==> src/hdl/bbrd_pkg.sv <==
// Shared types and constants for the blocked billing record deframer.
// Used by bbrd_core and the top level blocked_billing_record_deframer.
package bbrd_pkg;

    // Block framing
    localparam int BLOCK_BYTES   = 2048;
    localparam int HEADER_BYTES  = 20;
    localparam int LENGTH_OFFSET = 13;

    localparam int POS_W  = $clog2(BLOCK_BYTES);   // position inside a block
    localparam int PAD_W  = POS_W + 1;             // padding count, holds a whole block
    localparam int USED_W = 16;                    // used length field from the header

    // Reset values of the record length registers
    localparam logic [7:0] LEN_ZERO_RST  = 8'd60;
    localparam logic [7:0] LEN_ONE_RST   = 8'd78;
    localparam logic [7:0] LEN_THREE_RST = 8'd160;
    localparam logic [7:0] LEN_FOUR_RST  = 8'd106;

    // Configuration register indexes
    typedef enum logic [1:0] {
        CFG_LEN_ZERO  = 2'd0,
        CFG_LEN_ONE   = 2'd1,
        CFG_LEN_THREE = 2'd2,
        CFG_LEN_FOUR  = 2'd3
    } cfg_index_t;

    // Known record type nibbles
    localparam logic [3:0] TYPE_ZERO  = 4'h0;
    localparam logic [3:0] TYPE_ONE   = 4'h1;
    localparam logic [3:0] TYPE_THREE = 4'h3;
    localparam logic [3:0] TYPE_FOUR  = 4'h4;

    typedef enum logic [2:0] {
        PH_HEADER = 3'b001,
        PH_RECORD = 3'b010,
        PH_PAD    = 3'b100
    } phase_t;

    typedef enum logic [2:0] {
        WHY_RUN    = 3'd0,
        WHY_ZERO   = 3'd1,
        WHY_LENGTH = 3'd2,
        WHY_TYPE   = 3'd3,
        WHY_TRUNC  = 3'd4,
        WHY_CLEAN  = 3'd5
    } reason_t;

    typedef struct packed {
        logic [7:0] len_zero;
        logic [7:0] len_one;
        logic [7:0] len_three;
        logic [7:0] len_four;
    } len_set_t;

    typedef struct packed {
        logic [7:0] out_byte;
        logic       rec;
        logic       first;
        logic       last;
        logic       ok;
        logic [3:0] typ;
        logic       done;
        reason_t    why;
    } res_t;

    typedef struct packed {
        logic stopped;
    } stat_t;

endpackage

==> src/hdl/bbrd_core.sv <==
// Per-byte framing state and tagging logic of the deframer.
// Depends on bbrd_pkg; one step per accepted byte, result is combinational.
module bbrd_core
    import bbrd_pkg::*;
(
    input  logic       clk,
    input  logic       rst_n,
    input  logic       step,
    input  logic [7:0] in_byte,
    input  logic       file_end,
    input  len_set_t   lens,
    output res_t       res,
    output stat_t      stat
);

    localparam logic [POS_W-1:0] POS_LAST   = POS_W'(BLOCK_BYTES - 1);
    localparam logic [POS_W-1:0] POS_LEN_HI = POS_W'(LENGTH_OFFSET);
    localparam logic [POS_W-1:0] POS_LEN_LO = POS_W'(LENGTH_OFFSET + 1);
    localparam logic [POS_W-1:0] POS_HDR    = POS_W'(HEADER_BYTES);
    localparam logic [PAD_W-1:0] BLOCK_LEN  = PAD_W'(BLOCK_BYTES);
    localparam logic [USED_W-1:0] USED_MAX  = USED_W'(BLOCK_BYTES);

    logic [POS_W-1:0]  pos_reg, pos_next;
    phase_t            phase_reg, phase_next;
    logic [USED_W-1:0] used_reg, used_next;
    logic [PAD_W-1:0]  pad_reg, pad_next;
    logic [7:0]        left_reg, left_next;
    logic              nz_reg, nz_next;
    logic [3:0]        type_reg, type_next;
    reason_t           why_reg, why_next;

    logic [POS_W-1:0]  pos_adv;
    logic [3:0]        nib;
    logic [7:0]        type_len;
    logic              type_known;
    logic              is_first;
    logic [7:0]        left_dec;
    logic              nz_upd;
    logic [PAD_W-1:0]  pad_dec;

    assign pos_adv  = (pos_reg == POS_LAST) ? '0 : pos_reg + 1'b1;
    assign nib      = in_byte[7:4];
    assign is_first = (left_reg == 8'd0);
    assign left_dec = (is_first ? type_len : left_reg) - 8'd1;
    assign nz_upd   = (is_first ? 1'b0 : nz_reg) | (in_byte != 8'd0);
    assign pad_dec  = (pad_reg != '0) ? pad_reg - 1'b1 : '0;

    always_comb
    begin
        type_len   = 8'd0;
        type_known = 1'b1;
        unique case (nib)
            TYPE_ZERO:  type_len = lens.len_zero;
            TYPE_ONE:   type_len = lens.len_one;
            TYPE_THREE: type_len = lens.len_three;
            TYPE_FOUR:  type_len = lens.len_four;
            default:    type_known = 1'b0;
        endcase
    end

    always_comb
    begin
        pos_next   = pos_reg;
        phase_next = phase_reg;
        used_next  = used_reg;
        pad_next   = pad_reg;
        left_next  = left_reg;
        nz_next    = nz_reg;
        type_next  = type_reg;
        why_next   = why_reg;

        res          = '0;
        res.out_byte = in_byte;

        if (why_reg == WHY_RUN)
        begin
            unique case (phase_reg)
                PH_HEADER:
                begin
                    if (pos_reg == POS_LEN_HI)
                        used_next = {in_byte, 8'h00};
                    if (pos_reg == POS_LEN_LO)
                    begin
                        used_next = {used_reg[15:8], in_byte};
                        if ({used_reg[15:8], in_byte} > USED_MAX)
                            why_next = WHY_LENGTH;
                    end
                    pos_next = pos_adv;
                    if (pos_adv == POS_HDR)
                        phase_next = PH_RECORD;
                    if (file_end && why_next == WHY_RUN)
                        why_next = WHY_CLEAN;
                end
                PH_PAD:
                begin
                    pos_next = pos_adv;
                    pad_next = pad_dec;
                    if (pad_dec == '0)
                        phase_next = (pos_adv == '0) ? PH_HEADER : PH_RECORD;
                    if (file_end)
                        why_next = WHY_CLEAN;
                end
                default:
                begin
                    if (is_first && !type_known)
                    begin
                        why_next = WHY_TYPE;
                        res.typ  = nib;
                    end
                    else if (is_first && type_len == 8'd0)
                    begin
                        why_next = WHY_ZERO;
                    end
                    else
                    begin
                        res.rec   = 1'b1;
                        res.first = is_first;
                        res.typ   = is_first ? nib : type_reg;
                        type_next = is_first ? nib : type_reg;
                        nz_next   = nz_upd;
                        left_next = left_dec;
                        pos_next  = pos_adv;
                        if (left_dec == 8'd0)
                        begin
                            res.last = 1'b1;
                            res.ok   = nz_upd;
                            if (!nz_upd)
                                why_next = WHY_ZERO;
                            else
                            begin
                                // used length mod block size is a plain mask
                                if (pos_adv == used_reg[POS_W-1:0]
                                    && used_reg[PAD_W-1:0] != BLOCK_LEN)
                                begin
                                    phase_next = PH_PAD;
                                    pad_next   = BLOCK_LEN - used_reg[PAD_W-1:0];
                                end
                                else
                                    phase_next = (pos_adv == '0) ? PH_HEADER : PH_RECORD;
                                if (file_end)
                                    why_next = WHY_CLEAN;
                            end
                        end
                        else if (file_end)
                        begin
                            res.last = 1'b1;
                            why_next = WHY_TRUNC;
                        end
                    end
                end
            endcase
        end

        res.why  = why_next;
        res.done = (why_next != WHY_RUN);
    end

    assign stat.stopped = (why_reg != WHY_RUN);

    always_ff @(posedge clk or negedge rst_n)
    begin
        if (!rst_n)
        begin
            pos_reg   <= '0;
            phase_reg <= PH_HEADER;
            used_reg  <= '0;
            pad_reg   <= '0;
            left_reg  <= '0;
            nz_reg    <= 1'b0;
            type_reg  <= '0;
            why_reg   <= WHY_RUN;
        end
        else if (step)
        begin
            pos_reg   <= pos_next;
            phase_reg <= phase_next;
            used_reg  <= used_next;
            pad_reg   <= pad_next;
            left_reg  <= left_next;
            nz_reg    <= nz_next;
            type_reg  <= type_next;
            why_reg   <= why_next;
        end
    end

endmodule

==> src/hdl/blocked_billing_record_deframer.sv <==
// Top level of the blocked billing record deframer: stream handshake,
// input and result registers, record length registers.
// Depends on bbrd_pkg and bbrd_core.
//
//  channel | direction | payload
//  --------+-----------+-----------------------------------------------------
//  s_*     | in        | tdata: in_byte; tlast: file_end
//  m_*     | out       | tdata: out_byte; tlast: record_last; tuser: flags/type
//  cfg_*   | in        | write enable, register index (0..3), 8-bit length
//
// One byte per cycle sustained while the output is not stalled; each byte goes
// through the input register and then the result register, and a stall can hold it between them.
// All framing state updates once per byte in bbrd_core.
// Reset clears the framing state and loads the default record lengths.
// A stalled result holds; the input register still fills behind it.
module blocked_billing_record_deframer
    import bbrd_pkg::*;
(
    input  logic        clk,
    input  logic        rst_n,
    input  logic        s_tvalid,
    output logic        s_tready,
    input  logic [7:0]  s_tdata,    // [7:0] in_byte
    input  logic        s_tlast,
    output logic        m_tvalid,
    input  logic        m_tready,
    output logic [7:0]  m_tdata,    // [7:0] out_byte
    output logic [10:0] m_tuser,    // [0] record_byte, [1] record_first, [2] record_ok,
                                    // [6:3] record_type, [7] stream_done, [10:8] end_reason
    output logic        m_tlast,
    input  logic        cfg_we,
    input  logic [1:0]  cfg_index,
    input  logic [7:0]  cfg_data
);

    len_set_t   lens_reg;
    logic       in_valid_reg;
    logic [7:0] in_byte_reg;
    logic       in_last_reg;
    logic       out_valid_reg;
    res_t       out_res_reg;
    res_t       core_res;
    stat_t      core_stat;
    logic       advance;

    assign advance  = in_valid_reg && (!out_valid_reg || m_tready);
    assign s_tready = !in_valid_reg || advance;

    always_ff @(posedge clk or negedge rst_n)
    begin
        if (!rst_n)
        begin
            lens_reg.len_zero  <= LEN_ZERO_RST;
            lens_reg.len_one   <= LEN_ONE_RST;
            lens_reg.len_three <= LEN_THREE_RST;
            lens_reg.len_four  <= LEN_FOUR_RST;
        end
        else if (cfg_we)
        begin
            unique case (cfg_index_t'(cfg_index))
                CFG_LEN_ZERO:  lens_reg.len_zero  <= cfg_data;
                CFG_LEN_ONE:   lens_reg.len_one   <= cfg_data;
                CFG_LEN_THREE: lens_reg.len_three <= cfg_data;
                CFG_LEN_FOUR:  lens_reg.len_four  <= cfg_data;
                default:       lens_reg <= lens_reg;
            endcase
        end
    end

    always_ff @(posedge clk or negedge rst_n)
    begin
        if (!rst_n)
        begin
            in_valid_reg  <= 1'b0;
            out_valid_reg <= 1'b0;
        end
        else
        begin
            if (s_tready)
                in_valid_reg <= s_tvalid;
            if (advance)
                out_valid_reg <= 1'b1;
            else if (m_tready)
                out_valid_reg <= 1'b0;
        end
    end

    always_ff @(posedge clk)
    begin
        if (s_tvalid && s_tready)
        begin
            in_byte_reg <= s_tdata;
            in_last_reg <= s_tlast;
        end
        if (advance)
            out_res_reg <= core_res;
    end

    bbrd_core u_core (
        .clk      (clk),
        .rst_n    (rst_n),
        .step     (advance),
        .in_byte  (in_byte_reg),
        .file_end (in_last_reg),
        .lens     (lens_reg),
        .res      (core_res),
        .stat     (core_stat)
    );

    assign m_tvalid = out_valid_reg;
    assign m_tdata  = out_res_reg.out_byte;
    assign m_tlast  = out_res_reg.last;
    assign m_tuser  = {out_res_reg.why, out_res_reg.done, out_res_reg.typ,
                       out_res_reg.ok, out_res_reg.first, out_res_reg.rec};

    // Once stopped, parsing never resumes.
    assert property (@(posedge clk) disable iff (!rst_n)
        core_stat.stopped |=> core_stat.stopped)
        else $error("deframer resumed after stop");

    // A record end always belongs to a record.
    assert property (@(posedge clk) disable iff (!rst_n)
        m_tvalid && m_tlast |-> m_tuser[0])
        else $error("record_last on a non-record byte");

    // ok is only shown on the last byte of a record.
    assert property (@(posedge clk) disable iff (!rst_n)
        m_tvalid && m_tuser[2] |-> m_tlast)
        else $error("record_ok without record_last");

    // A first byte is a record byte of a running or just-stopping stream.
    assert property (@(posedge clk) disable iff (!rst_n)
        m_tvalid && m_tuser[1] |-> m_tuser[0])
        else $error("record_first on a non-record byte");

endmodule
==> config.mk <==
export PLATFORM = sky130hd
export DESIGN_NAME = blocked_billing_record_deframer
export DESIGN_NICKNAME = d
export VERILOG_FILES = /design/src/hdl/bbrd_pkg.sv /design/src/hdl/bbrd_core.sv /design/src/hdl/blocked_billing_record_deframer.sv
export SDC_FILE = /design/constraint.sdc
export NUM_CORES = 1
export LEC_CHECK = 0
export ABC_AREA = 1
export BUFFER_PORTS_ARGS = -buffer_cell sky130_fd_sc_hd__buf_2
export CORE_ASPECT_RATIO = 0.8
export CORE_MARGIN = 3
export CORE_UTILIZATION = 60
export CTS_BUF_LIST = sky130_fd_sc_hd__clkbuf_16
export DETAILED_ROUTE_END_ITERATION = 8
export GPL_TIMING_DRIVEN = 0
export PLACE_DENSITY_LB_ADDON = 0.08
export SETUP_SLACK_MARGIN = 0.2
export SYNTH_ARGS = -nofsm -noshare
export SYNTH_HDL_FRONTEND = slang
export SYNTH_HIERARCHICAL = 1
export SYNTH_SLANG_ARGS = --single-unit
export TNS_END_PERCENT = 30
==> constraint.sdc <==
create_clock -name clk -period 3.96 [get_ports clk]
set_clock_uncertainty 0.05 [all_clocks]
set_input_delay 0.198 -clock clk [delete_from_list [all_inputs] [get_ports clk]]
set_output_delay 0.198 -clock clk [all_outputs]
set_load 0.02 [all_outputs]
==> metrics, run 1 <==
synth-to-layout area growth 16.7%; power density cells 387 nW/um2; Total Die Area 13400 um2; core region area about 12000 um2; area occupied by multi-input gates 3430 um2; count of pins over their slew limit 0; worst vdd rail ir drop 0.337 mV; final critical-path share of the clock period between 80 and 90%; # IOs between 40 and 50; met1 Resource Use GR approximately 47%; CP Launch Type register; Resize count post-CTS 0; final-layout fill cell count roughly 870; Chip Width ~130 um; total negative setup slack 0 ns; initial antenna violation count 0; part of the Yosys area used for sequential elements ~44%; H-tree Lvls 4; global router's overall resource usage a little under a third; slew margin rel. 39.1%; prevailing post-synth register cell dfrtp_1; GRT met2 Usage 42.9%; setup repair after global routing missed its margin false; number of flip-flops under the largest register name 32; top library cells by usage in the layout, fill and taps aside nand2_1 (254), nand3_1 (86), inv_1 (78), dfrtp_1 (77), o21ai_0 (64); combined area of all synthesized cells approximately 7200 um2; portion of total power attributed to the clock network between 40% and 50%; met3 capacity usage during global routing approximately 6.3%; HPWL after detailed placement 14.2 mm; CTS tree built; clk_lat worst skew 0.42 ns; data required time of the worst path approximately 4 ns; distinct cell type count of the synthesized netlist 53; vias in the first global route 6200; Rows 35; Final Wtd Congestion 0.972; Inserted Clock Buffers 17; sequential standard cell area around 3200 um2; classification of the worst-slack hold path input port to register; Mean Syn Cell Area between 8 and 9 um2; Leakage 3.99 nW; first-pass GRT wire length between 30 and 40 mm; clock net sink count about 120; busiest layer in global routing met1; leading cell type in the layout, fill and taps excluded nand2_1; Post-synth ARST share about three quarters; largest net degree at the start of global routing 48; Gate Count Post-Synth slightly below 900; worst-path fanout max 10; effective utilization at floorplan around 62%; cell at the root of the clock tree clkbuf_16; critical path data arrival time between 3 and 4 ns; total nets after synthesis approximately 920; Max Root-Sink Buffers 2; Routed WL a little under 20 mm; actual slew at the worst max-slew pin about 0.91 ns; count of TritonRoute iterations in the first routing pass 6; fraction of power consumed by sequential logic a little over two fifths; global route overflow 0; layout cell share with drive strength beyond 1 20.8%; switching component of the power approximately 0.00083 W; post-layout minimum cycle time around 3.3 ns; final hold viol count 0; portion of total power attributed to combinational logic 8.6%; die span in y about 100 um; Critical Path End Type register; number of routed nets with antenna violations 0; status finished clean; FMAX 0.304 GHz; number of vias per cell after detailed routing ~5.8; Total Power Consumption between 0.003 and 0.004 W; via count between 6k and 7k; clock slew at reported path FFs ~0.06 ns; setup-violating endpoint count in the final report 0; Critical Setup Path Class register to register; count of input and output buffers between 40 and 50; number of flops mapped to enable cells by yosys 29; Net count, final about 1.0k; DRC viols 0; average routed wire per standard cell ~17 um; Syn. warnings 6; total inserted antenna cells 0; switching share of total power 25.3%; count of max-cap constraint violations 0; number of storage elements in the synthesis netlist about 120; number of DRC markers after the initial detailed-route iteration 581; Internal Pwr Total between 0.002 and 0.0025 W
[critical path: stages, from the launching register on]
cell and delay (ns):
edfxtp_1 0.54, nor2_4 0.31, buf_6 0.22, nand3_2 0.09
nand2_2 0.10, nor2_2 0.05, nor2_2 0.12, nor2_4 0.06
ha_1 0.23, nand3_2 0.10, clkinv_1 0.11, nand2_1 0.10
nand4_1 0.14, nor2_2 0.26, nand3_1 0.12, nand2_1 0.08
nand2_1 0.07, nand2_2 0.08, nand2_2 0.06, nor2_1 0.09
nand3_1 0.06
[path summary, 6_finish.rpt]
| kind | cells after the start | slack [ns] | startpoint | endpoint |
|---|---|---|---|---|
| max reg2reg | 20 | 0.68 | in_byte_reg[7] | m_tuser[7] |
| max in group asynchronous | 3 | 2.86 | rst_n | lens_reg[29] |
| min | 3 | 0.01 | cfg_data[2] | lens_reg[26] |
| max | 20 | 0.68 | in_byte_reg[7] | m_tuser[7] |
| min in group asynchronous | 2 | 0.29 | rst_n | lens_reg[14] |
| min reg2reg | 2 | 0.41 | lens_reg[29] | lens_reg[29] |
[per-stage QoR]
stage / util, % / setup WS, ns / cells / cell area, um2 / hold WS, ns
detailed placement: 66.0 / 0.774 / 1082 / 7690 / 0.200
CTS: 72.5 / 0.720 / 1130 / 8440 / 0.00335
floorplan: - / 1.03 / 888 / 7230 / -0.148
global placement: 65.6 / 0.214 / 1080 / 7640 / 0.324
finish: 72.5 / 0.676 / 1130 / 8440 / 0.00970
global route: 72.5 / 0.449 / 1130 / 8440 / 0.00816
[final cells by class]
cell class | instances | area share [%]
plain buffers | 31 | 2.89
clock buffers | 18 | 5.34
clock inverters | 14 | 1.72
inverters | 92 | 4.43
multi-input cells | 644 | 40.6
flip-flops and latches | 121 | 37.8
well taps | 148 | 2.19
repair buffers | 62 | 5.04
[synth_stat cells, drive strengths merged (2+ instances only)]
library cell	count	share of area [%]
nand2	269	15
buf	24	3.0
ha	7	1.2
dfstp	15	5.4
dfrtp	77	27
xor2	18	2.2
nor3	21	1.5
nor4	5	0.52
inv	85	4.4
o21bai	2	0.31
a21oi	10	0.90
edfxtp	29	12
nand3	104	8.9
nor2	72	5.5
or2	2	0.17
o21ai	71	5.2
nand4	38	3.5
o22ai	9	0.78
xnor2	3	0.36
nand3b	5	0.69
clkinv	5	0.28
bufinv	2	0.48
clkbuf	7	0.42
[power groups by stage]
stage	Clock, W	Sequential (W)	Combinational (W)
floorplan	0	0.00146	0.000141
global placement	0	0.00145	0.000247
detailed placement	0	0.00145	0.000264
CTS	0.00157	0.00143	0.000278
global route	0.00164	0.00144	0.000308
finish	0.00156	0.00143	0.000281
[layer usage]
metal | up-vias | part of all wire, %
li1 | 3112 | -
met1 | 3090 | 47
met2 | 301 | 43
met3 | 32 | 8.4
met4 | 0 | 1.4
met5 | - | 0
[cells by family (layout without fill, tap and decap cells)]
logic type / after synthesis / in the layout / share of synthesized area [%]
AOI/OAI and AO/OA: 98 / 98 / 7.87
xor gates and xnor gates: 21 / 21 / 2.54
adders and majority gates: 7 / 7 / 1.21
buffers and inverters: 123 / 217 / 8.55
DFF: 121 / 121 / 44.1
and+or+nand+nor: 518 / 518 / 35.7
[repair_timing]
action,in CTS,in global routing
setup buffers,0,0
hold buffers,16,0
endpoints found under the hold margin,58,0
(Power assumes the default switching activity.)
==> inputs of run 2 (changes only) <==
--- a/config.mk
+++ b/config.mk
@@ -9,7 +9,7 @@
 export BUFFER_PORTS_ARGS = -buffer_cell sky130_fd_sc_hd__buf_2
 export CORE_ASPECT_RATIO = 0.8
 export CORE_MARGIN = 3
-export CORE_UTILIZATION = 60
+export CORE_UTILIZATION = 56
 export CTS_BUF_LIST = sky130_fd_sc_hd__clkbuf_16
 export DETAILED_ROUTE_END_ITERATION = 8
 export GPL_TIMING_DRIVEN = 0
==> constraint.sdc (replaced) <==
create_clock -name clk -period 3 [get_ports clk]
set_clock_uncertainty 0.05 [all_clocks]
set_input_delay 0.15 -clock clk [delete_from_list [all_inputs] [get_ports clk]]
set_output_delay 0.15 -clock clk [all_outputs]
set_load 0.02 [all_outputs]
==> run 2 against run 1 <==
Largest power group unchanged. Sequential power up 32%. Critical path type unchanged. Fmax up 16%. Critical path depth down 1. Count of clock-buffer cells in the layout down 1. Global-route usage down 0.64 points. Largest cell class unchanged. Final cell count up 5.7%. Sequential cell count unchanged. Routed wire length up 6.2%. Critical endpoint unchanged.
==> metrics, run 2 (synthesis results as in run 1) <==
classification of the worst-slack hold path input port to register; Leakage roughly 4.3 nW; FMAX between 0.3 and 0.4 GHz; count of buffer and inverter cells on the critical path 1; setup repair after global routing missed its margin true; layout cell share with drive strength beyond 1 roughly 28%; Routed WL between 20 and 25 mm; cell area after layout a little over 9000 um2; cell at the root of the clock tree clkbuf_16; first-pass GRT wire length between 30 and 40 mm; Critical Path End Type register; Final Wtd Congestion around 0.96; clk_lat worst skew 0.42 ns; worst slack after detailed placement -0.236 ns; switching component of the power between 0.001 and 0.0015 W; H-tree Lvls 4; count of input and output buffers between 40 and 50; cell type with the highest occurrence count on the critical path nor2_4; post-detailed-placement cell area 7700 um2; # IOs between 40 and 50; Internal Pwr Total approximately 0.0033 W; portion of total power attributed to combinational logic 9.9%; worst vdd rail ir drop about 0.45 mV; post-layout minimum cycle time 2.84 ns; leading cell type in the layout, fill and taps excluded nand2_1; HPWL after detailed placement around 14 mm; die span in y approximately 110 um; average routed wire per standard cell 17.5 um; CP Launch Type register; via count between 6k and 7k; largest net degree at the start of global routing 60; core region area 12400 um2; biggest cell delay along the critical path roughly 0.5 ns; Critical Setup Path Class register to register; initial antenna violation count 0; DRC viols 0; clock slew at reported path FFs about 0.060 ns; slew margin rel. 45.0%; top library cells by usage in the layout, fill and taps aside nand2_1 (235), inv_1 (80), nand3_1 (77), dfrtp_1 (73), o21ai_0 (64); clock net sink count 121; Inserted Clock Buffers 17; kind of cell adding the most delay to the critical path simple AND/OR/NAND/NOR gates; status finished clean; number of routed nets with antenna violations 0; global router's overall resource usage approximately 30%; number of DRC markers after the initial detailed-route iteration between 500 and 600; Total Die Area between 10000 and 15000 um2; count of max-cap constraint violations 0; worst-path fanout max 7; count of TritonRoute iterations in the first routing pass 5; fraction of power consumed by sequential logic around 44%; critical path cell sequence nor2_4 -> buf_6 -> nand3_2 -> nand2_2 -> nor2_4 -> nor2_4 -> nor2_4 -> ha_4 -> nand3_4 -> o21ai_2 -> nand4_1 -> nor2_4 -> nand3_2 -> nand2_1 -> nand2_1 -> nand2_2 -> nand2_2 -> nor2_1 -> nand3_1; number of vias per cell after detailed routing roughly 5.8; number of flip-flops under the largest register name 32; global route overflow 0; final-layout fill cell count ~860; vias in the first global route 6438; power density cells 475 nW/um2; Chip Width roughly 130 um; critical path data arrival time a little under 3 ns; slowest stage cell, crit path edfxtp_1; portion of total power attributed to the clock network a little under half; synth-to-layout area growth 26.0%; CTS tree built; switching share of total power between 20% and 30%; data required time of the worst path around 3.1 ns; final hold viol count 0; count of pins over their slew limit 0; Max Root-Sink Buffers 2; effective utilization at floorplan between 50% and 60%; actual slew at the worst max-slew pin 0.818 ns; setup-violating endpoint count in the final report 0; final setup margin roughly 0.16 ns; Rows 36; Net count, final about 1.0k; total inserted antenna cells 0; final critical-path share of the clock period a little over nine tenths
## run 2: cell types whose count changed in the layout (fill, tap and decap cells not counted), sizes merged
cell,change
buf,+34
clkinvlp,-5
dlygate4sd3,+5
clkinv,+3
inv,+2
bufinv,+1
clkbuf,+1
## run 2: power groups by stage
stage                     registers, W  logic [W]  clock network (W)
final                          0.00189   0.000429            0.00202
after global placement         0.00191   0.000329                  0
after CTS                      0.00188   0.000397            0.00204
after floorplan                0.00193   0.000186                  0
after global routing           0.00190   0.000466            0.00213
after detailed placement       0.00191   0.000345                  0
## run 2: path summary, 6_finish.rpt
path,from,end,slack (ns),depth (start not counted)
worst min register to register,lens_reg[19],lens_reg[19],0.41,2
min in group asynchronous,rst_n,lens_reg[14],0.18,2
worst max register to register,in_byte_reg[6],m_tuser[7],0.16,19
worst max-delay path,in_byte_reg[6],m_tuser[7],0.16,19
worst min-delay path,cfg_index[1],lens_reg[15],0.10,4
max in group asynchronous,rst_n,lens_reg[3],2.00,3
## run 2: per-stage QoR
| step | total power (W) | hold WS, ns | util [%] | setup TNS, ns | std cells |
|---|---|---|---|---|---|
| floorplan | 0.00211 | -0.196 | - | 0 | 888 |
| global placement | 0.00224 | 0.276 | 61.9 | -0.683 | 1103 |
| detailed placement | 0.00226 | 0.0920 | 62.2 | -2.05 | 1104 |
| CTS | 0.00432 | 0.0882 | 70.2 | 0 | 1174 |
| global route | 0.00449 | 0.0934 | 73.6 | 0 | 1194 |
| finish | 0.00433 | 0.105 | 73.6 | 0 | 1194 |
## run 2: timing repair
action,in CTS,in global routing
pin swaps,11,30
setup buffers,17,18
hold endpoints to repair,73,0
gates resized for setup,21,64
hold buffers,21,0
setup endpoints to repair,50,64
gates cloned,0,2
## run 2: worst reg2reg max path: cells and delay by family (launching register included)
family          cells  cell delay (ns)
compound gates      1             0.18
fa+ha+maj           1             0.17
simple gates       16             1.56
buf+inv             1             0.15
flops               1             0.50
## run 2: per-layer routing
| metal | vias to the layer above | GRT usage, % | routed length (um) |
|---|---|---|---|
| met3 | 24 | 7.52 | 1900 |
| met2 | 316 | 43.4 | 9030 |
| li1 | 3201 | - | - |
| met5 | - | 0 | 0 |
| met4 | 0 | 8.16 | 276 |
| met1 | 3330 | 43.5 | 9690 |
## run 2: cell type report
cell class	count	area, um2	area share (%)
multi-input combinational	644	3700	40.6
sequential	121	3200	35.1
timing repair buffer	103	781	8.57
clock buffer	17	425	4.67
inverter	92	379	4.16
buffer	31	267	2.92
tap	171	214	2.35
clock inverter	15	148	1.62
==> inputs of run 3 (changes only) <==
--- a/config.mk
+++ b/config.mk
@@ -7,9 +7,9 @@
 export LEC_CHECK = 0
 export ABC_AREA = 1
 export BUFFER_PORTS_ARGS = -buffer_cell sky130_fd_sc_hd__buf_2
-export CORE_ASPECT_RATIO = 0.8
+export CORE_ASPECT_RATIO = 1.1
 export CORE_MARGIN = 3
-export CORE_UTILIZATION = 56
+export CORE_UTILIZATION = 55
 export CTS_BUF_LIST = sky130_fd_sc_hd__clkbuf_16
 export DETAILED_ROUTE_END_ITERATION = 8
 export GPL_TIMING_DRIVEN = 0
@@ -17,6 +17,5 @@
 export SETUP_SLACK_MARGIN = 0.2
 export SYNTH_ARGS = -nofsm -noshare
 export SYNTH_HDL_FRONTEND = slang
-export SYNTH_HIERARCHICAL = 1
 export SYNTH_SLANG_ARGS = --single-unit
 export TNS_END_PERCENT = 30
==> run 3 against run 2 <==
Non-clock buffer count shrank 2. Critical path depth grew 5. Final cell count shrank 6.6%. Synthesized cell count shrank 7.9%. The run now ends with setup timing left. Global-route usage shrank 1.1 points. Sequential cell count is the same. Critical path type unchanged. Sequential power is essentially flat. First-iteration DRC count shrank 16%. Total power shrank 0.75%. Sequential share of layout area grew 2.2 points. Register-to-register slack lost 0.28 ns.
==> metrics, run 3 <==
number of flip-flops under the largest register name 32; Total Die Area around 13000 um2; number of storage elements in the synthesis netlist between 100 and 150; Critical Path End Type register; power density cells between 500 and 600 nW/um2; simple logic cell fraction of the synthesized area 26.5%; slowest stage cell, crit path edfxtp_1; worst flop-to-flop path startpoint in_byte_reg[6]; R2R cell count 24; cell types with the highest counts after synthesis nand2_1 (205), o21ai_0 (101), inv_1 (99), dfrtp_1 (77), nand3_1 (70); classification of the worst-slack hold path input port to register; CP Launch Type register; clk_lat worst skew about 0.43 ns; Worst setup startpoint in_byte_reg[6]; worst hold start cfg_index[0]; Routed WL about 18 mm; average routed wire per standard cell ~16 um; DRC viols 0; failing checks setup timing; count of pins over their slew limit 0; Inserted Clock Buffers 17; global router's overall resource usage between 20 and 30%; destination of the worst hold path lens_reg[1]; Chip Width 110 um; setup-violating endpoint count in the final report 13; Placed Cells incl. Taps 1014; part of the Yosys area used for sequential elements roughly half; first-pass GRT wire length a little under 30 mm; Leakage 3.85 nW; clock slew at reported path FFs about 0.060 ns; leading cell type in the layout, fill and taps excluded nand2_1; area fraction in compound gates after synthesis around 14%; setup repair after global routing missed its margin true; die span in y around 120 um; Rows around 40; biggest cell delay along the critical path between 0.4 and 0.5 ns; prevailing post-synth register cell dfrtp_1; multiplexer share of the synthesized area 0%; clock net sink count 121; global route overflow 0; via count slightly above 6k; worst flop-to-flop path endpoint u_core.pad_reg[4]; data required time of the worst path approximately 3.3 ns; number of vias per cell after detailed routing ~5.6; cell with the most instances after synthesis nand2_1; Net count, final 983; number of DRC markers after the initial detailed-route iteration 496; actual slew at the worst max-slew pin between 0.8 and 0.9 ns; Max Root-Sink Buffers 2; number of routed nets with antenna violations 0; critical path cell sequence buf_6 -> nor2_4 -> buf_6 -> nand3_2 -> nand2_2 -> nor2_4 -> nor2_2 -> nor2_2 -> buf_4 -> buf_6 -> inv_6 -> ha_4 -> inv_1 -> nor2_1 -> nand2_1 -> nor2_4 -> nand3_4 -> nor2_2 -> inv_2 -> o21ai_4 -> nand3_4 -> clkbuf_16 -> nand2_2 -> o21ai_2; Mean Syn Cell Area approximately 8 um2; largest net degree at the start of global routing 48; top cells by area, synth dfrtp_1 (30%), edfxtp_1 (13%), nand2_1 (12%), o21ai_0 (7.7%), dfstp_2 (6.0%); adder-cell share of the synthesized area under 10%; critical path data arrival time between 3 and 4 ns; top library cells by usage in the layout, fill and taps aside nand2_1 (178), inv_1 (99), o21ai_0 (95), dfrtp_1 (75), nand3_1 (57); final hold viol count 0; Yosys top cell area share between 20% and 30%; status complete, but fails checks; layout cell share with drive strength beyond 1 26.7%; CTS tree built; distinct cell type count of the synthesized netlist 41; synth-to-layout area growth 31.4%; Synth Area in XOR/XNOR around 2.0%; FMAX 0.320 GHz; count of input and output buffers 45; final critical-path share of the clock period 104%; Critical Setup Path Class register to register; vias in the first global route ~6k; number of flops mapped to enable cells by yosys 29; register-to-register setup slack -0.12 ns; largest area contributor in the synthesized netlist dfrtp_1; worst vdd rail ir drop about 0.43 mV; worst hold stages 4; worst-path fanout max 6; # IOs between 40 and 50; cell at the root of the clock tree clkbuf_16; Final Instance Count excl. Fillers 1115; slew margin rel. between 40 and 50%; total nets after synthesis 849; final setup margin -0.121 ns; Syn. warnings 0; Gate Count Post-Synth approximately 800; core region area about 12000 um2; initial antenna violation count 0; total inserted antenna cells 0; Final Wtd Congestion 0.891; count of TritonRoute iterations in the first routing pass 4; HPWL after detailed placement around 12 mm; Final Hold Slack around 0.19 ns; dominant combinational cell family by area after synthesis simple AND/OR/NAND/NOR gates; count of max-cap constraint violations 0; post-layout minimum cycle time roughly 3.1 ns; combined area of all synthesized cells 6520 um2; Post-synth ARST share between 70 and 80%; H-tree Lvls 4; effective utilization at floorplan around 57%
## run 3: cell types whose count changed in the layout (fill, tap and decap cells not counted), moves of 6 or more
cell,before,now
o21ai_1,2,11
nand3_1,77,57
nand2_1,235,178
nor2_1,39,46
inv_1,80,99
nand4_1,36,15
nor3_1,17,11
o21ai_0,64,95
o21ai_2,3,15
nand3_2,20,13
## run 3: how the worst max path moves through the flow
stage | endpoint | depth (start not counted)
floorplan | u_core.pad_reg[11] | 21
global placement | u_core.pad_reg[11] | 21
detailed placement | u_core.pad_reg[9] | 21
CTS | u_core.pad_reg[9] | 21
global route | u_core.pad_reg[4] | 22
finish | u_core.pad_reg[4] | 24
## run 3: area by class of cell
class / count / area (um2)
repair buffers: 115 / 885
flip-flops and latches: 121 / 3190
clock buffers: 18 / 450
multi-input cells: 573 / 3190
clock inverters: 14 / 129
well taps: 150 / 188
plain buffers: 17 / 110
fillers: 828 / 2970
inverters: 107 / 424
## run 3: logic make-up after synthesis
group	after synthesis
buf+inv	124
fa+ha+maj	7
simple gates	392
xor+xnor	15
compound gates	159
flops	121
## run 3: where the power goes
group          internal, W  switching [W]  leakage, nW
Sequential         0.00183      0.0000620         1.37
Combinational     0.000148       0.000244         2.19
Clock              0.00125       0.000761        0.292
Total              0.00323        0.00107         3.85
## run 3: worst max-delay path, delay by kind of cell (launching register included)
family	cells	cell delay, ns
adder cells (fa/ha/maj)	1	0.13
AO/OA/AOI/OAI	2	0.18
flip-flops	1	0.46
buffers and inverters	8	0.93
AND/OR/NAND/NOR	13	1.25
## run 3: layer usage
layer,vias to the layer above,routed length (um),GRT usage [%]
met4,0,610,14.0
li1,2982,-,-
met5,-,0,0
met2,208,9650,47.6
met3,45,839,6.14
met1,2975,7190,34.3
## run 3: what timing repair did
item	in CTS	in global routing
buffers inserted	34	13
hold buffers	21	0
cloned	0	1
gates resized for setup	61	57
hold endpoints to repair	70	0
endpoints found under the setup margin	48	58
pin swaps	14	34
## run 3: through the flow
step	TNS [ns]	worst slack (ns)	power, W	cell area, um2	util [%]
after CTS	0	0.00191	0.00428	8250	71.5
after floorplan	0	0.218	0.00207	6540	-
after global placement	-7.22	-0.443	0.00219	6950	60.2
after global routing	-3.87	-0.263	0.00444	8570	74.3
after detailed placement	-8.56	-0.458	0.00221	6980	60.5
final	-1.20	-0.121	0.00430	8570	74.3
